==> src/hw/rtl/lbprm_pkg.sv <==
`timescale 1ns / 1ps

package lbprm_pkg;

    // Default width of the pattern code that is rotated
    localparam int CODE_BITS_DEF = 8;

    // Item field widths
    localparam int CODE_W  = 8;
    localparam int BIN_W   = 8;
    localparam int COUNT_W = 24;
    localparam int TOTAL_W = 32;

    // Histogram geometry
    localparam int HIST_DEPTH = 1 << BIN_W;

    // Request codes
    localparam logic REQ_ADD  = 1'b0;
    localparam logic REQ_READ = 1'b1;

endpackage

==> src/hw/rtl/lbprm_rotmin.sv <==
`timescale 1ns / 1ps

module lbprm_rotmin #(
    parameter int CODE_BITS = lbprm_pkg::CODE_BITS_DEF
) (
    input  logic [lbprm_pkg::CODE_W-1:0] i_code,
    output logic [lbprm_pkg::BIN_W-1:0]  o_bin
);
    import lbprm_pkg::*;

    localparam int LEVELS = $clog2(CODE_BITS);
    localparam int N      = 1 << LEVELS;

    logic [CODE_BITS-1:0] w_v;
    logic [CODE_BITS-1:0] w_tree [LEVELS+1][N];

    // Code brought to CODE_BITS bits: truncated or zero-extended
    generate
        if (CODE_BITS > CODE_W) begin : g_ext
            assign w_v = {{(CODE_BITS-CODE_W){1'b0}}, i_code};
        end else begin : g_trunc
            assign w_v = i_code[CODE_BITS-1:0];
        end
    endgenerate

    // Leaves: every circular rotation, unused leaves padded with all ones
    generate
        for (genvar j = 0; j < N; j++) begin : g_rot
            if (j == 0) begin : g_id
                assign w_tree[0][j] = w_v;
            end else if (j < CODE_BITS) begin : g_r
                assign w_tree[0][j] = (w_v << j) | (w_v >> (CODE_BITS - j));
            end else begin : g_pad
                assign w_tree[0][j] = '1;
            end
        end
    endgenerate

    // Minimum tree over the rotations
    generate
        for (genvar l = 0; l < LEVELS; l++) begin : g_lvl
            for (genvar k = 0; k < N; k++) begin : g_node
                if (k < (N >> (l + 1))) begin : g_min
                    assign w_tree[l+1][k] = (w_tree[l][2*k+1] < w_tree[l][2*k]) ?
                                            w_tree[l][2*k+1] : w_tree[l][2*k];
                end else begin : g_idle
                    assign w_tree[l+1][k] = '1;
                end
            end
        end
    endgenerate

    // Bin index: the minimum never exceeds the code, so it fits the histogram
    generate
        if (CODE_BITS >= BIN_W) begin : g_bin_trunc
            assign o_bin = w_tree[LEVELS][0][BIN_W-1:0];
        end else begin : g_bin_ext
            assign o_bin = {{(BIN_W-CODE_BITS){1'b0}}, w_tree[LEVELS][0]};
        end
    endgenerate

endmodule

==> config.mk <==
export PLATFORM = sky130hd
export DESIGN_NAME = lbprm_rotmin
export DESIGN_NICKNAME = d
export VERILOG_FILES = /design/src/hw/rtl/lbprm_pkg.sv /design/src/hw/rtl/lbprm_rotmin.sv
export SDC_FILE = /design/constraint.sdc
export NUM_CORES = 1
export LEC_CHECK = 0
export BUFFER_PORTS_ARGS = -buffer_cell sky130_fd_sc_hd__buf_2
export CORE_UTILIZATION = 50
export DETAILED_ROUTE_END_ITERATION = 16
export GPL_TIMING_DRIVEN = 1
export PLACE_DENSITY_LB_ADDON = 0.1
export REMOVE_ABC_BUFFERS = 1
export SETUP_SLACK_MARGIN = 0.3
export SYNTH_ARGS = -nofsm -noshare
export SYNTH_HDL_FRONTEND = slang
export SYNTH_SLANG_ARGS = --single-unit
==> constraint.sdc <==
create_clock -name vclk -period 10.7
set_input_delay 1.07 -clock vclk [all_inputs]
set_output_delay 1.07 -clock vclk [all_outputs]
set_load 0.01 [all_outputs]
Yosys cells after proc, flatten, opt, wreduce, memory -nomap -nowiden
Cells that the tools add are included.
Widths: inputs -> output; s select.
{"block": "totals", "in_bits": 8, "word_cells": 21, "ff_bits": 0}
{"block": "classes", "n_bitwise": 7, "mux": 7, "order_cmp": 7}
{"operator": "$lt 8x8->1", "count": 7}
{"operator": "$mux 8", "count": 7}
{"operator": "$or 8x1->8", "count": 1}
{"operator": "$or 8x2->8", "count": 1}
{"operator": "$or 8x3->8", "count": 1}
{"operator": "$or 8x4->8", "count": 1}
{"operator": "$or 8x5->8", "count": 1}
{"operator": "$or 8x6->8", "count": 1}
{"operator": "$or 8x7->8", "count": 1}

Longest topological paths before layout
{"block": "depth", "ltp_word": 7, "ltp_mapped": 28}

Least setup slack after synthesis
Ideal clock, no wire load.
{"block": "synth_timing", "path_kind": "input to output", "start": "in i_code[5] (netlist name)", "end": "out o_bin[1] (netlist name)", "setup_slack_ps": 3309, "t_arrival_ps": 6321, "n_path_buf": 2, "t_required_ps": 9630, "path_stages": 24, "path_cell_list": "clkbuf_1 -> inv_1 -> ha_1 -> a21oi_1 -> a21boi_0 -> o21ai_1 -> clkbuf_1 -> o21a_1 -> inv_1 -> ha_1 -> a21oi_1 -> o21ai_0 -> nor4_1 -> a21oi_1 -> nor2_1 -> a31oi_2 -> mux2i_1 -> ha_1 -> a21oi_1 -> nor2b_1 -> o21ai_0 -> nand2b_1 -> o41ai_4 -> mux2_2"}
{"block": "synth_between", "elab_chain_cells": 7, "word_cells_on_any_way": 21}
{"item": "start, declared", "line_no": "lbprm_rotmin.sv:6", "rtl": "input logic [lbprm_pkg::CODE_W-1:0] i_code,"}
{"item": "$or 8x7->8 (tied with other cells)", "line_no": "lbprm_rotmin.sv:32", "rtl": "assign w_tree[0][j] = (w_v << j) | (w_v >> (CODE_BITS - j));"}
{"item": "$lt 8x8->1", "line_no": "lbprm_rotmin.sv:44", "rtl": "assign w_tree[l+1][k] = (w_tree[l][2*k+1] < w_tree[l][2*k]) ?"}
{"item": "$mux 8", "line_no": "lbprm_rotmin.sv:44"}
{"item": "$lt 8x8->1", "line_no": "lbprm_rotmin.sv:44"}
{"item": "$mux 8", "line_no": "lbprm_rotmin.sv:44"}
{"item": "$lt 8x8->1", "line_no": "lbprm_rotmin.sv:44"}
{"item": "$mux 8 (*)", "line_no": "lbprm_rotmin.sv:44"}
{"item": "end, declared", "line_no": "lbprm_rotmin.sv:7", "rtl": "output logic [lbprm_pkg::BIN_W-1:0] o_bin"}
Mark *: on every way between the ends. The rest lies on a longest branch, timed or not.

Worst setup path after layout
{"block": "layout_timing", "start": "in i_code[5] (netlist name)", "end": "out o_bin[2] (netlist name)"}
The elaborated chain is that of the path after synthesis.

==> metrics.txt <==
Final Max Slew Viols 0; Post-CTS Setup Inserts 0; hold buffers post-CTS 0; post-synthesis cell area 0.00182 mm2; RSZ-0062 raised after global routing no; Vias 1765; synthesized-area fraction occupied by adder cells 0.220; ANT nets after route 0; Worst path max stage delay 850 ps; largest family of logic cells by synthesized area compound AO/OA/AOI/OAI gates; critical path required time 9630 ps; Crit. End Element primary output; Worst VDD drop 148 uV; hold depth 5; DPL Wire Length 3650 um; RePlAce Congestion 0.838; initial antenna violation count 0; FF/Latch Area 0 um2; Synth Instances 243; core area 0.00342 mm2; Top Ports 16; XOR/XNOR share of the synthesized area 0; Compound-Gate Fraction of Synth Area 0.299; Finish-stage setup viols 0; Tightest Pin Transition 1040 ps; part of the cycle the worst path needs 0.769; Pwr Density 143 mW/mm2; share of layout cells above drive strength 1 0.130; Placed Instance Area 0.00194 mm2; final hold vios 0; Post-layout nets 295; site row count 21; min Tclk post-route 8230 ps; top-area cell type share of the netlist area 0.220; Power, Total 278 uW; Simple-Gate Fraction of Synth Area 0.195; drt wl/cell 14.8 um; synth unique cells 40; Yosys warning count 0; Worst Hold Class in2out; Fin Setup TNS 0 ps; crit start category input pin; mux share of post-synthesis cell area 0.220; number of sequential cells 0; Area Growth Syn to Fin 6.74%; Setup CP Type in2out; ANT cells 0; cells along the critical path buf_2, inv_1, ha_1, a21oi_1, a21boi_0, o21ai_1, o21a_1, inv_1, ha_1, nand2_1, o21ai_0, nor4_1, a21oi_1, nor2_1, a31oi_2, mux2i_1, ha_1, a21oi_1, nor2b_1, o21ai_0, nand2b_1, o41ai_4, mux2_2, buf_2; Critical Path Slowest Stage Cell o21ai_1; Synth top cells by count ha_1, mux2i_1, nand2_1; outcome finished, final reports clean; DR vias/cell 5.90; global-route wire length before repair 7530 um; Die Wd 62.3 um; clkbuf count 0; GRT Util Overall 0.233; TritonRoute pass-1 iters 5; mean post-synth cell area 7.48 um2; routed wire length 4440 um; Port Buf Inserts 16; vias in the first global route 1570; critical path peak fanout 16; post-route cell area 0.00194 mm2; Die H 62.3 um; Yosys top cell by area ha_1; Max Cap Viol 0; Max Freq 122 MHz; leakage power 0.000993 uW; Total Die Area 0.00388 mm2; Slew headroom 0.299; DRT iter0 DRCs 115; DRC 0; Resized Gates After CTS 0; grt ovf 0; sequential area share after synthesis 0; FILL cells 361; Initial Utilization 0.532; Arr. time, crit path 7160 ps; top post-synthesis cells by area ha_1, mux2i_1, nand2_1; largest net degree at the start of global routing 21
[power by group]
group	switching, uW	total (uW)	internal [uW]
Sequential	0	0	0
Combinational	154	278	124
Clock	0	0	0
Total	154	278	124
[metrics by stage]
| stage | instances | utilization | setup WS (ps) | hold WS [ps] |
|---|---|---|---|---|
| 6_report | 299 | 0.568 | 2470 | 2930 |
| 5_1_grt | 299 | 0.568 | 1920 | 2960 |
| 4_1_cts | 299 | 0.568 | 2500 | 2920 |
| 3_5_place_dp | 299 | 0.568 | 2530 | 2920 |
| 3_3_place_gp | 299 | 0.568 | 2630 | 2910 |
| 2_1_floorplan | 235 | - | 3560 | 2520 |
[path summary, 6_finish.rpt]
kind,start,end,slack [ps]
worst max-delay path,i_code[5],o_bin[2],2470
worst min-delay path,i_code[4],o_bin[1],2930
[cell type report]
class / instances / area, um2 / area share
multi-input cells: 211 / 1700 / 0.875
well taps: 46 / 57.6 / 0.0297
repair buffers: 18 / 95.1 / 0.0490
inverters: 24 / 90.1 / 0.0464
[cells by family (layout without fill, tap and decap cells)]
| group | Yosys count | in the layout |
|---|---|---|
| adders and majority gates | 32 | 32 |
| AOI/OAI and AO/OA | 67 | 67 |
| and+or+nand+nor | 73 | 73 |
| buffers and inverters | 32 | 42 |
| muxes | 39 | 39 |
[per-layer routing]
metal / up-vias / routed length [um] / GRT usage
li1: 938 / - / -
met1: 799 / 2260 / 0.338
met2: 28 / 2050 / 0.408
met3: 0 / 128 / 0.00184
met4: 0 / 0 / 0
met5: - / 0 / 0
[worst max-delay path: cells and delay by family]
| family | cells | cell delay, ps |
|---|---|---|
| mux | 2 | 740 |
| buf+inv | 4 | 500 |
| fa+ha+maj | 3 | 920 |
| compound gates | 10 | 3490 |
| simple gates | 5 | 430 |
[placed cells by master (no fill, tap or decap), drive strengths merged, types with 9 or more instances in the layout]
cell type / netlist / final
buf: 0 / 18
o21a: 11 / 11
nor2: 11 / 11
a21oi: 13 / 13
ha: 32 / 32
inv: 24 / 24
nor3: 9 / 9
o21ai: 10 / 10
mux2i: 32 / 32
nand2: 27 / 27
(Power assumes the default switching activity.)
